===== config.mk =====
export PLATFORM = sky130hd
export DESIGN_NAME = utf8_string_validator_unit_flat
export DESIGN_NICKNAME = d
export VERILOG_FILES = /design/src/rtl/u8v_pkg.sv /design/src/rtl/u8v_ifs.sv /design/src/rtl/u8v_decode.sv /design/src/rtl/u8v_rsp_reg.sv /design/src/rtl/utf8_string_validator_unit.sv /design/src/flat_wrapper.sv
export SDC_FILE = /design/constraint.sdc
export NUM_CORES = 1
export LEC_CHECK = 0
export CAP_MARGIN = 10
export CORE_UTILIZATION = 56
export DETAILED_ROUTE_END_ITERATION = 7
export DONT_BUFFER_PORTS = 1
export GPL_ROUTABILITY_DRIVEN = 0
export GPL_TIMING_DRIVEN = 0
export PLACE_DENSITY = 0.84
export SYNTH_ARGS = -nofsm -noshare
export SYNTH_HDL_FRONTEND = slang
export SYNTH_HIERARCHICAL = 1
export SYNTH_SLANG_ARGS = --single-unit

===== constraint.sdc =====
create_clock -name clock -period 2.05 [get_ports clock]
set_clock_uncertainty 0.1 [all_clocks]
set_input_delay 0.205 -clock clock [delete_from_list [all_inputs] [get_ports clock]]
set_output_delay 0.205 -clock clock [all_outputs]
set_load 0.1 [all_outputs]

===== src/rtl/u8v_pkg.sv =====
// Shared types, constants and limits for the UTF-8 string validator.
// Used by the interfaces, the decode stage, the response register and the top level.
package u8v_pkg;

   // Longest accepted string, in bytes
   localparam int MaxBytes = 64;

   // Count register wide enough for MaxBytes, never narrower than the reported length
   localparam int LenWidth = 7;
   localparam int CntNeed  = $clog2(MaxBytes + 1);
   localparam int CntWidth = (CntNeed > LenWidth) ? CntNeed : LenWidth;

   localparam int ByteWidth = 8;
   localparam int AccWidth  = 21;

   // Lead byte ranges
   localparam logic [ByteWidth-1:0] LeadTwoLo   = 8'hC2;
   localparam logic [ByteWidth-1:0] LeadTwoHi   = 8'hDF;
   localparam logic [ByteWidth-1:0] LeadThreeLo = 8'hE0;
   localparam logic [ByteWidth-1:0] LeadThreeHi = 8'hEF;
   localparam logic [ByteWidth-1:0] LeadFourLo  = 8'hF0;
   localparam logic [ByteWidth-1:0] LeadFourHi  = 8'hF4;
   localparam logic [ByteWidth-1:0] EndOfText   = 8'h00;

   // Code point limits
   localparam logic [AccWidth-1:0] FloorTwo     = 21'h00080;
   localparam logic [AccWidth-1:0] FloorThree   = 21'h00800;
   localparam logic [AccWidth-1:0] FloorFour    = 21'h10000;
   localparam logic [AccWidth-1:0] CodeMax      = 21'h10FFFF;
   localparam logic [AccWidth-1:0] SurrogateLo  = 21'h0D800;
   localparam logic [AccWidth-1:0] SurrogateHi  = 21'h0DFFF;

   localparam logic [1:0] ContTag = 2'b10;

   // Length class of the sequence being decoded
   typedef enum logic [1:0] {
      CLS_NONE,
      CLS_TWO,
      CLS_THREE,
      CLS_FOUR
   } u8v_class_type;

   // Running decode state
   typedef struct packed {
      logic                err;
      logic [CntWidth-1:0] cnt;
      logic [1:0]          left;
      logic [AccWidth-1:0] acc;
      u8v_class_type       cls;
   } u8v_state_type;

   // Result of one terminated string
   typedef struct packed {
      logic                ok;
      logic [LenWidth-1:0] len;
   } u8v_result_type;

endpackage


===== src/rtl/u8v_ifs.sv =====
// Valid/ready channel interfaces for string bytes and string results.
// Depends on u8v_pkg for field widths.
interface u8v_req_if;
   logic                          valid;
   logic                          ready;
   logic [u8v_pkg::ByteWidth-1:0] text_byte;

   modport source (output valid, output text_byte, input ready);
   modport sink   (input valid, input text_byte, output ready);
endinterface

interface u8v_rsp_if;
   logic                         valid;
   logic                         ready;
   logic                         string_ok;
   logic [u8v_pkg::LenWidth-1:0] byte_length;

   modport source (output valid, output string_ok, output byte_length, input ready);
   modport sink   (input valid, input string_ok, input byte_length, output ready);
endinterface


===== src/rtl/u8v_decode.sv =====
// Next-state logic of the validator: one byte against the running decode state.
// Depends on u8v_pkg for the state and result types and the byte ranges.
module u8v_decode (
   input  logic [u8v_pkg::ByteWidth-1:0] text_byte,
   input  u8v_pkg::u8v_state_type        st,
   output u8v_pkg::u8v_state_type        st_nxt,
   output logic                          term,
   output u8v_pkg::u8v_result_type       res
);

   logic [u8v_pkg::AccWidth-1:0] acc_sh;
   logic [u8v_pkg::AccWidth-1:0] floor_val;
   logic                         range_bad;

   // Shift in six payload bits of a continuation
   assign acc_sh = {st.acc[u8v_pkg::AccWidth-7:0], text_byte[5:0]};

   // Smallest code point allowed for the sequence length
   always_comb begin
      case (st.cls)
         u8v_pkg::CLS_TWO:   floor_val = u8v_pkg::FloorTwo;
         u8v_pkg::CLS_THREE: floor_val = u8v_pkg::FloorThree;
         default:            floor_val = u8v_pkg::FloorFour;
      endcase
   end

   // Overlong, beyond the last plane, or surrogate
   assign range_bad = (acc_sh < floor_val) || (acc_sh > u8v_pkg::CodeMax) ||
                      ((acc_sh >= u8v_pkg::SurrogateLo) && (acc_sh <= u8v_pkg::SurrogateHi));

   // Terminator result
   assign term    = (text_byte == u8v_pkg::EndOfText);
   assign res.ok  = !st.err && (st.cnt != '0) && (st.left == 2'd0);
   assign res.len = st.cnt[u8v_pkg::LenWidth-1:0];

   // Update count, sequence tracking and error flag
   always_comb begin
      st_nxt = st;
      if (term) begin
         st_nxt = '0;
      end else begin
         if (st.cnt >= u8v_pkg::CntWidth'(u8v_pkg::MaxBytes)) begin
            st_nxt.err = 1'b1;
         end else begin
            st_nxt.cnt = st.cnt + 1'b1;
         end

         if (st.left != 2'd0) begin
            if (text_byte[7:6] != u8v_pkg::ContTag) begin
               // Abandon the sequence, do not reread the byte as a lead
               st_nxt.err  = 1'b1;
               st_nxt.left = 2'd0;
               st_nxt.acc  = '0;
               st_nxt.cls  = u8v_pkg::CLS_NONE;
            end else begin
               st_nxt.left = st.left - 2'd1;
               if (st.left == 2'd1) begin
                  if (range_bad) begin
                     st_nxt.err = 1'b1;
                  end
                  st_nxt.acc = '0;
                  st_nxt.cls = u8v_pkg::CLS_NONE;
               end else begin
                  st_nxt.acc = acc_sh;
               end
            end
         end else if (!text_byte[7]) begin
            // Plain ASCII: nothing to track
         end else if ((text_byte >= u8v_pkg::LeadTwoLo) &&
                      (text_byte <= u8v_pkg::LeadTwoHi)) begin
            st_nxt.left = 2'd1;
            st_nxt.acc  = u8v_pkg::AccWidth'(text_byte[4:0]);
            st_nxt.cls  = u8v_pkg::CLS_TWO;
         end else if ((text_byte >= u8v_pkg::LeadThreeLo) &&
                      (text_byte <= u8v_pkg::LeadThreeHi)) begin
            st_nxt.left = 2'd2;
            st_nxt.acc  = u8v_pkg::AccWidth'(text_byte[3:0]);
            st_nxt.cls  = u8v_pkg::CLS_THREE;
         end else if ((text_byte >= u8v_pkg::LeadFourLo) &&
                      (text_byte <= u8v_pkg::LeadFourHi)) begin
            st_nxt.left = 2'd3;
            st_nxt.acc  = u8v_pkg::AccWidth'(text_byte[2:0]);
            st_nxt.cls  = u8v_pkg::CLS_FOUR;
         end else begin
            st_nxt.err = 1'b1;
         end
      end
   end

endmodule


===== src/rtl/u8v_rsp_reg.sv =====
// Output register of the validator: holds one result beat until it is taken.
// Depends on u8v_pkg and the u8v_rsp_if interface.
module u8v_rsp_reg (
   input  logic                    clock,
   input  logic                    reset,
   input  logic                    load,
   input  u8v_pkg::u8v_result_type res,
   output logic                    free,
   u8v_rsp_if.source               rsp
);

   logic                         valid_ff;
   logic                         valid_in;
   logic                         ok_ff;
   logic [u8v_pkg::LenWidth-1:0] len_ff;

   // Slot can take a new beat when empty or draining this cycle
   assign free = !valid_ff || rsp.ready;

   // Set on load, drop when taken
   always_comb begin
      valid_in = valid_ff;
      if (load) begin
         valid_in = 1'b1;
      end else if (rsp.ready) begin
         valid_in = 1'b0;
      end
   end

   always_ff @(posedge clock) begin
      if (reset) begin
         valid_ff <= 1'b0;
      end else begin
         valid_ff <= valid_in;
      end
   end

   // Capture payload on load
   always_ff @(posedge clock) begin
      if (load) begin
         ok_ff  <= res.ok;
         len_ff <= res.len;
      end
   end

   assign rsp.valid       = valid_ff;
   assign rsp.string_ok   = ok_ff;
   assign rsp.byte_length = len_ff;

endmodule


===== src/rtl/utf8_string_validator_unit.sv =====
// UTF-8 string validator: one result beat per terminator.
// A terminator's result is registered in the result slot as the byte leaves the input stage.
// Throughput: one byte per cycle while no terminator waits on a full result slot.
// Reset (synchronous, active high) clears the input stage, decode state and result slot.
// Depends on u8v_pkg, u8v_ifs, u8v_decode and u8v_rsp_reg.
module utf8_string_validator_unit (
   input  logic    clock,
   input  logic    reset,
   u8v_req_if.sink   req,
   u8v_rsp_if.source rsp
);

   logic                          s1_valid_ff;
   logic                          s1_valid_in;
   logic [u8v_pkg::ByteWidth-1:0] s1_byte_ff;
   u8v_pkg::u8v_state_type        st_ff;
   u8v_pkg::u8v_state_type        st_in;
   logic                          term;
   u8v_pkg::u8v_result_type       res;
   logic                          rsp_free;
   logic                          s1_adv;
   logic                          req_take;

   // Decode the held byte against the running state
   u8v_decode u_decode (
      .text_byte (s1_byte_ff),
      .st        (st_ff),
      .st_nxt    (st_in),
      .term      (term),
      .res       (res)
   );

   // Result slot
   u8v_rsp_reg u_rsp_reg (
      .clock (clock),
      .reset (reset),
      .load  (s1_adv && term),
      .res   (res),
      .free  (rsp_free),
      .rsp   (rsp)
   );

   // Advance the input stage unless a terminator waits on a full result slot
   assign s1_adv    = s1_valid_ff && (!term || rsp_free);
   assign req.ready = !s1_valid_ff || s1_adv;
   assign req_take  = req.valid && req.ready;

   always_comb begin
      s1_valid_in = s1_valid_ff;
      if (req_take) begin
         s1_valid_in = 1'b1;
      end else if (s1_adv) begin
         s1_valid_in = 1'b0;
      end
   end

   always_ff @(posedge clock) begin
      if (reset) begin
         s1_valid_ff <= 1'b0;
      end else begin
         s1_valid_ff <= s1_valid_in;
      end
   end

   // Hold the input byte
   always_ff @(posedge clock) begin
      if (req_take) begin
         s1_byte_ff <= req.text_byte;
      end
   end

   // Commit the decode state as each byte leaves the input stage
   always_ff @(posedge clock) begin
      if (reset) begin
         st_ff <= '0;
      end else if (s1_adv) begin
         st_ff <= st_in;
      end
   end

   // A terminator leaves the state cleared
   a_term_clears: assert property (@(posedge clock) disable iff (reset)
      (s1_adv && term) |=> (st_ff.cnt == '0 && st_ff.left == 2'd0 && !st_ff.err))
      else $error("decode state not cleared after terminator");

   // The count never passes the length limit
   a_cnt_limit: assert property (@(posedge clock) disable iff (reset)
      st_ff.cnt <= u8v_pkg::CntWidth'(u8v_pkg::MaxBytes))
      else $error("byte count beyond limit");

   // No open sequence means no partial code point
   a_idle_acc: assert property (@(posedge clock) disable iff (reset)
      (st_ff.left == 2'd0) |-> (st_ff.acc == '0 && st_ff.cls == u8v_pkg::CLS_NONE))
      else $error("stale code point with no open sequence");

   // A result is written only into a free slot
   a_slot_free: assert property (@(posedge clock) disable iff (reset)
      (s1_adv && term) |-> (!rsp.valid || rsp.ready))
      else $error("result overwrote a pending beat");

endmodule

===== src/flat_wrapper.sv =====
// flat-port wrapper written by rule: the top's interface ports become plain ports
module utf8_string_validator_unit_flat 
  (clock, reset, req_valid, req_text_byte, req_ready, rsp_valid, rsp_string_ok, rsp_byte_length, rsp_ready);
  u8v_req_if req_i ();
  u8v_rsp_if rsp_i ();
  input  logic clock;
  input  logic reset;
  input wire logic [$bits(req_i.valid)-1:0] req_valid;
  input wire logic [$bits(req_i.text_byte)-1:0] req_text_byte;
  output wire logic [$bits(req_i.ready)-1:0] req_ready;
  output wire logic [$bits(rsp_i.valid)-1:0] rsp_valid;
  output wire logic [$bits(rsp_i.string_ok)-1:0] rsp_string_ok;
  output wire logic [$bits(rsp_i.byte_length)-1:0] rsp_byte_length;
  input wire logic [$bits(rsp_i.ready)-1:0] rsp_ready;
  assign req_i.valid = req_valid;
  assign req_i.text_byte = req_text_byte;
  assign req_ready = req_i.ready;
  assign rsp_valid = rsp_i.valid;
  assign rsp_string_ok = rsp_i.string_ok;
  assign rsp_byte_length = rsp_i.byte_length;
  assign rsp_i.ready = rsp_ready;
  utf8_string_validator_unit u_core (.clock(clock), .reset(reset), .req(req_i), .rsp(rsp_i));
endmodule

# --- After elaboration in Yosys (flattened, before gate mapping) ---
# Index checks and enable logic that the tools add are counted.
# Widths: inputs -> output; s select.
word_totals:
  mem_bits_rw: 0
  latch_bits: 0
  mem_bits_ro: 0
  elab_cells: 82
  memories: 0
  register_bits: 45
  in_bits: 12
  output_inout_bits: 10
classes:
  div_mod_pow: 0
  mul: 0
  bitwise_logic: 0
  reduce_logical: 29
  magnitude_cmp: 11
  add_sub_neg: 2
  muxes: 24
  n_shift: 0
  n_eq_ne: 6
op_table:
  columns: ["op", "count"]
  rows:
  - ["$mux 25", 6]
  - ["$pmux 17 s2", 1]
  - ["$mux 33", 1]
  - ["$ge 8x8->1 const B", 3]
  - ["$le 8x8->1 const B", 3]
  - ["$ge 21x16->1 const B", 1]
  - ["$gt 21x21->1 const B", 1]
  - ["$le 21x16->1 const B", 1]
  - ["$lt 21x17->1", 1]
  - ["$mux 21", 1]
  - ["$mux 1", 13]
  - ["$logic_and 1x1->1", 9]
  - ["$logic_not 8->1", 1]
  - ["$add 7x1->7 const B", 1]
  - ["$ge 7x7->1 const B", 1]
  - ["$mux 7", 1]
  - ["$reduce_bool 7->1", 1]
  - ["$reduce_bool 2->1", 3]
  - ["$logic_or 1x1->1", 5]
  - ["$reduce_bool 5->1", 1]
  - ["$eq 2x1->1 const B", 2]
  - ["$logic_not 1->1", 4]
  - ["$ne 4x1->1 const B", 1]
  - ["$reduce_and 4->1", 1]
  - ["9 further kinds", 9]

# --- Logic depth before layout (Yosys ltp) ---
depth:
  word_depth: 10
  ltp_mapped: 10
  ltp_nobuf: 10

# --- Modules after synthesis ---
# Netlist, hierarchy kept.
by_module_without_submodules:
  columns: ["mod", "n_inst", "area_per_inst_um2", "cells_each", "seq_area_each_um2"]
  rows:
  - ["utf8_string_validator_unit", 1, 1805.5, 159, 920.9]
  - ["u8v_decode", 1, 1044.8, 159, 0.0]
  - ["u8v_rsp_reg", 1, 286.5, 12, 260.2]

# --- Least setup slack after synthesis ---
# OpenSTA, ideal clock, no wires.
synth_path:
  path_kind: "flip-flop to flip-flop"
  startpoint: "register u_core/s1_byte_ff[3] (netlist name)"
  endpoint: "register u_core.s1_valid_ff"
  path_stages_with_launch: 6
  period_less_slack_ps: 2766
  required_ps: 1859
  setup_ps: 91
  arrival_ps: 2575
  n_path_buf: 1
  setup_slack_ps: -716
  path_cell_list: "edfxtp_1 or4_4 nor3_4 buf_2 nand3_1 a21oi_1"
synth_between:
  elab_chain_len: 7
  elab_cells_between_ends: 8
  cone_classes: "mux (1); reduce/logical (7)"
synth_lines:
  columns: ["item", "line", "text"]
  rows:
  - ["start: declaration", "utf8_string_validator_unit.sv:15", "logic [u8v_pkg::ByteWidth-1:0] s1_byte_ff;"]
  - ["start signal: assignment", "utf8_string_validator_unit.sv:68", "s1_byte_ff <= req.text_byte;"]
  - ["$logic_not 8->1 *", "u8v_decode.sv:32", "assign term = (text_byte == u8v_pkg::EndOfText);"]
  - ["via u_core.term", "utf8_string_validator_unit.sv:18", "logic term;"]
  - ["$logic_not 1->1 *", "utf8_string_validator_unit.sv:44", "assign s1_adv = s1_valid_ff && (!term || rsp_free);"]
  - ["$logic_or 1x1->1 *", "utf8_string_validator_unit.sv:44", null]
  - ["$logic_and 1x1->1 *", "utf8_string_validator_unit.sv:44", null]
  - ["$logic_or 1x1->1 *", "utf8_string_validator_unit.sv:45", "assign req.ready = !s1_valid_ff || s1_adv;"]
  - ["via req_ready", "flat_wrapper.sv:10", "output wire logic [$bits(req_i.ready)-1:0] req_ready;"]
  - ["$logic_and 1x1->1 *", "utf8_string_validator_unit.sv:46", "assign req_take = req.valid && req.ready;"]
  - ["$mux 1 or $reduce_bool 2->1 (tied branches)", null, null]
  - ["end signal: assignment", "utf8_string_validator_unit.sv:61", "s1_valid_ff <= s1_valid_in;"]
  - ["end: declaration", "utf8_string_validator_unit.sv:13", "logic s1_valid_ff;"]
# Mark *: on every way through the listed nets, which the timed path passes. The rest lies on a longest branch.
# A chain may end at the register's enable or synchronous reset.

# --- Final worst setup path ---
layout_path:
  startpoint: "register u_core/s1_byte_ff[2] (netlist name)"
  endpoint: "output port req_ready"
layout_between:
  elab_chain_len: 5
layout_lines:
  columns: ["item", "line"]
  rows:
  - ["$logic_not 8->1", "u8v_decode.sv:32"]
  - ["via u_core.term", "utf8_string_validator_unit.sv:18"]
  - ["$logic_not 1->1", "utf8_string_validator_unit.sv:44"]
  - ["$logic_or 1x1->1", "utf8_string_validator_unit.sv:44"]
  - ["$logic_and 1x1->1", "utf8_string_validator_unit.sv:44"]
  - ["$logic_or 1x1->1", "utf8_string_validator_unit.sv:45"]
  - ["end: declaration", "flat_wrapper.sv:10"]
# The timed path passes the listed nets, and every way through them passes these cells.

==> flow_summary.ini <==
[power]
internal-power_mw = 1.354
power_per_cell_area_nw_per_um2 = 544.2
peakVddDrop_v = 0.0004895
switching_share_pct = 26.49
p_clk_share_pct = 28.5
combPwrFrac_pct = 18.5
power_leakage_nw = 1.350
pwr-share-seq_pct = 53.0
power_switching_mw = 0.4880

[global_routing]
maximum_number_of_pins_on_one_net_before_global_route_repair = 14
global_route.usage.total_pct = 23.94
global_route.overflow_total = 0
antenna_found_initial = 0
grt_first_pass_wirelength_mm = 9.680
grt_pass1_vias = 1996

[flow_run]
timing.max_cap.violations = 0

[critical_path]
worst-endpoint-required_ps = 1750
cp_max_fo = 3
critPathLaunchType = flop
critPathCaptureType = output port
crit_arrival_ps = 1910
path_class = reg -> out

[die]
floorplan.initialDensity_pct = 58.87
design.die.area_um2 = 5285
die_height_um = 72.70
pin_count = 22
design.core.area_um2 = 4755
floorplan.die.width_um = 72.70
placementRows = 25

[sta]
timing.final.ws_setup_ps = -161.0
max_slew.worst_pin.slew_ps = 909.0
final.hold.worst_slack_ps = 36.34
unrepaired_setup_endpoints_after_global_routing = yes
slew_viol_final = 0
fmaxAchievable_ghz = 0.4523
setup_viol_count_final = 29
final_min_period_over_clock_period_pct = 107.9
final-hold-violation-count = 0
final_period_minus_worst_setup_slack_ps = 2211
slew_headroom_pct = 39.53

[drt]
via_count_of_the_routed_design = 2286
post_drt_wl_per_cell_um = 15.93
first_iter_violations = 147
wl_mm = 6.371
post-route-drc-count = 0
vias_per_cell = 5.715
drt-pass1-iter-count = 5
antenna_left = 0

[clocking]
max-clock-path-buffers = 2
clkLatencyLatePin_ps = 300
cts.clk_slew.worst_paths_ps = 80
cts_tree = yes
tritoncts_num_sinks = 45
cts_root_buffer = sky130_fd_sc_hd__clkbuf_8
num_cts_buffers = 5
clock_tree.htree_level_count = 2

[synth]
syn_inst = 294
yosysWarningCount = 6
synth_fp_nets = 314
post_synth.cell_area_avg_um2 = 9.520
syn-cell-area_um2 = 2799

[placed_design]
postPlaceCellArea_um2 = 2905
hpwlAfterDp_mm = 3.780
port_buffers = 0
place_inst = 361

[outcome]
violations_in_the_final_reports = negative setup slack
status = complete, but fails checks

[cells_and_area]
fin_area_um2 = 3386
mostFrequentLayoutCell = sky130_fd_sc_hd__nand2b_1
final_layout_size_suffix_gt1_share_pct = 24.92
num-nets-final = 352
area.growth.synth_to_final_pct = 20.97
layoutNonFillerInstCount = 400
commonest_cells_after_routing_fill_and_taps_aside = sky130_fd_sc_hd__nand2b_1 (54), sky130_fd_sc_hd__mux2i_1 (38), sky130_fd_sc_hd__dfxtp_1 (26), sky130_fd_sc_hd__buf_4 (25), sky130_fd_sc_hd__nor2_1 (18)
ant_diodes = 0

[hold_path]
hold_path_class = in -> reg
==> power groups by stage <==
stage	clock network [mW]	registers, mW	logic, mW
after floorplan	0	0.990	0.211
after global placement	0	0.996	0.247
after detailed placement	0	0.998	0.250
after CTS	0.529	0.975	0.298
after global routing	0.562	0.980	0.362
final	0.525	0.976	0.341
==> per-layer routing <==
layer,GRT usage [%],vias to the layer above,share of wire [%]
met5,0,-,0
met3,4.696,20,5.8
met1,31.00,1074,43
met4,6.754,0,1.8
li1,-,1086,-
met2,40.71,106,49
==> what timing repair did <==
item,in CTS,in global routing
setup buffers,13,9
endpoints found under the setup margin,46,45
gates cloned,1,0
pin swaps,12,9
resized for setup,11,32
hold buffers,10,0
endpoints found under the hold margin,10,0
==> flip-flops by register name, summed over array words and instances, names as in the netlist <==
register / flops
u_core/u_rsp_reg/rsp.string_ok: 1
u_core/s1_valid_ff: 1
u_core/s1_byte_ff: 8
u_core/st_ff: 27
u_core/u_rsp_reg/rsp.valid: 1
u_core/u_rsp_reg/rsp.byte_length: 7
==> worst max-delay path: stages (launching register included) <==
cell	delay, ps
sky130_fd_sc_hd__edfxtp_1	430
sky130_fd_sc_hd__or4_4	570
sky130_fd_sc_hd__nor3_4	190
sky130_fd_sc_hd__buf_6	150
sky130_fd_sc_hd__nand3_4	280
==> per-stage QoR <==
stage	utilization (%)	power (mW)	TNS (ps)	worst slack, ps
6_report	71.21	1.842	-1783	-161.0
5_1_grt	71.21	1.904	-4029	-212.5
4_1_cts	67.89	1.801	-307.4	-111.5
3_5_place_dp	61.11	1.248	-6946	-237.7
3_3_place_gp	61.11	1.243	-5881	-197.2
2_1_floorplan	-	1.200	0	21.41
==> final cells by class <==
type / count / area (µm²)
multi-input cells: 210 / 1635
fillers: 338 / 1369
flip-flops and latches: 45 / 1067
repair buffers: 32 / 280.3
plain buffers: 23 / 181.4
well taps: 67 / 83.83
clock buffers: 7 / 76.32
inverters: 15 / 56.30
clock inverters: 1 / 5.005
==> path summary, 6_finish.rpt <==
path,start,endpoint,slack (ps),depth (start not counted)
setup / recovery,u_core/s1_byte_ff[2]$_DFFE_PP_,req_ready,-160,4
hold / removal,rsp_ready,u_core/u_rsp_reg/rsp.valid$_SDFFE_PP0P_,40,2
setup reg to reg,u_core/s1_byte_ff[2]$_DFFE_PP_,u_core/st_ff[6]$_SDFFE_PP0P_,-140,7
hold reg to reg,u_core/st_ff[31]$_SDFFE_PP0P_,u_core/st_ff[31]$_SDFFE_PP0P_,410,2
(Power assumes the default switching activity.)
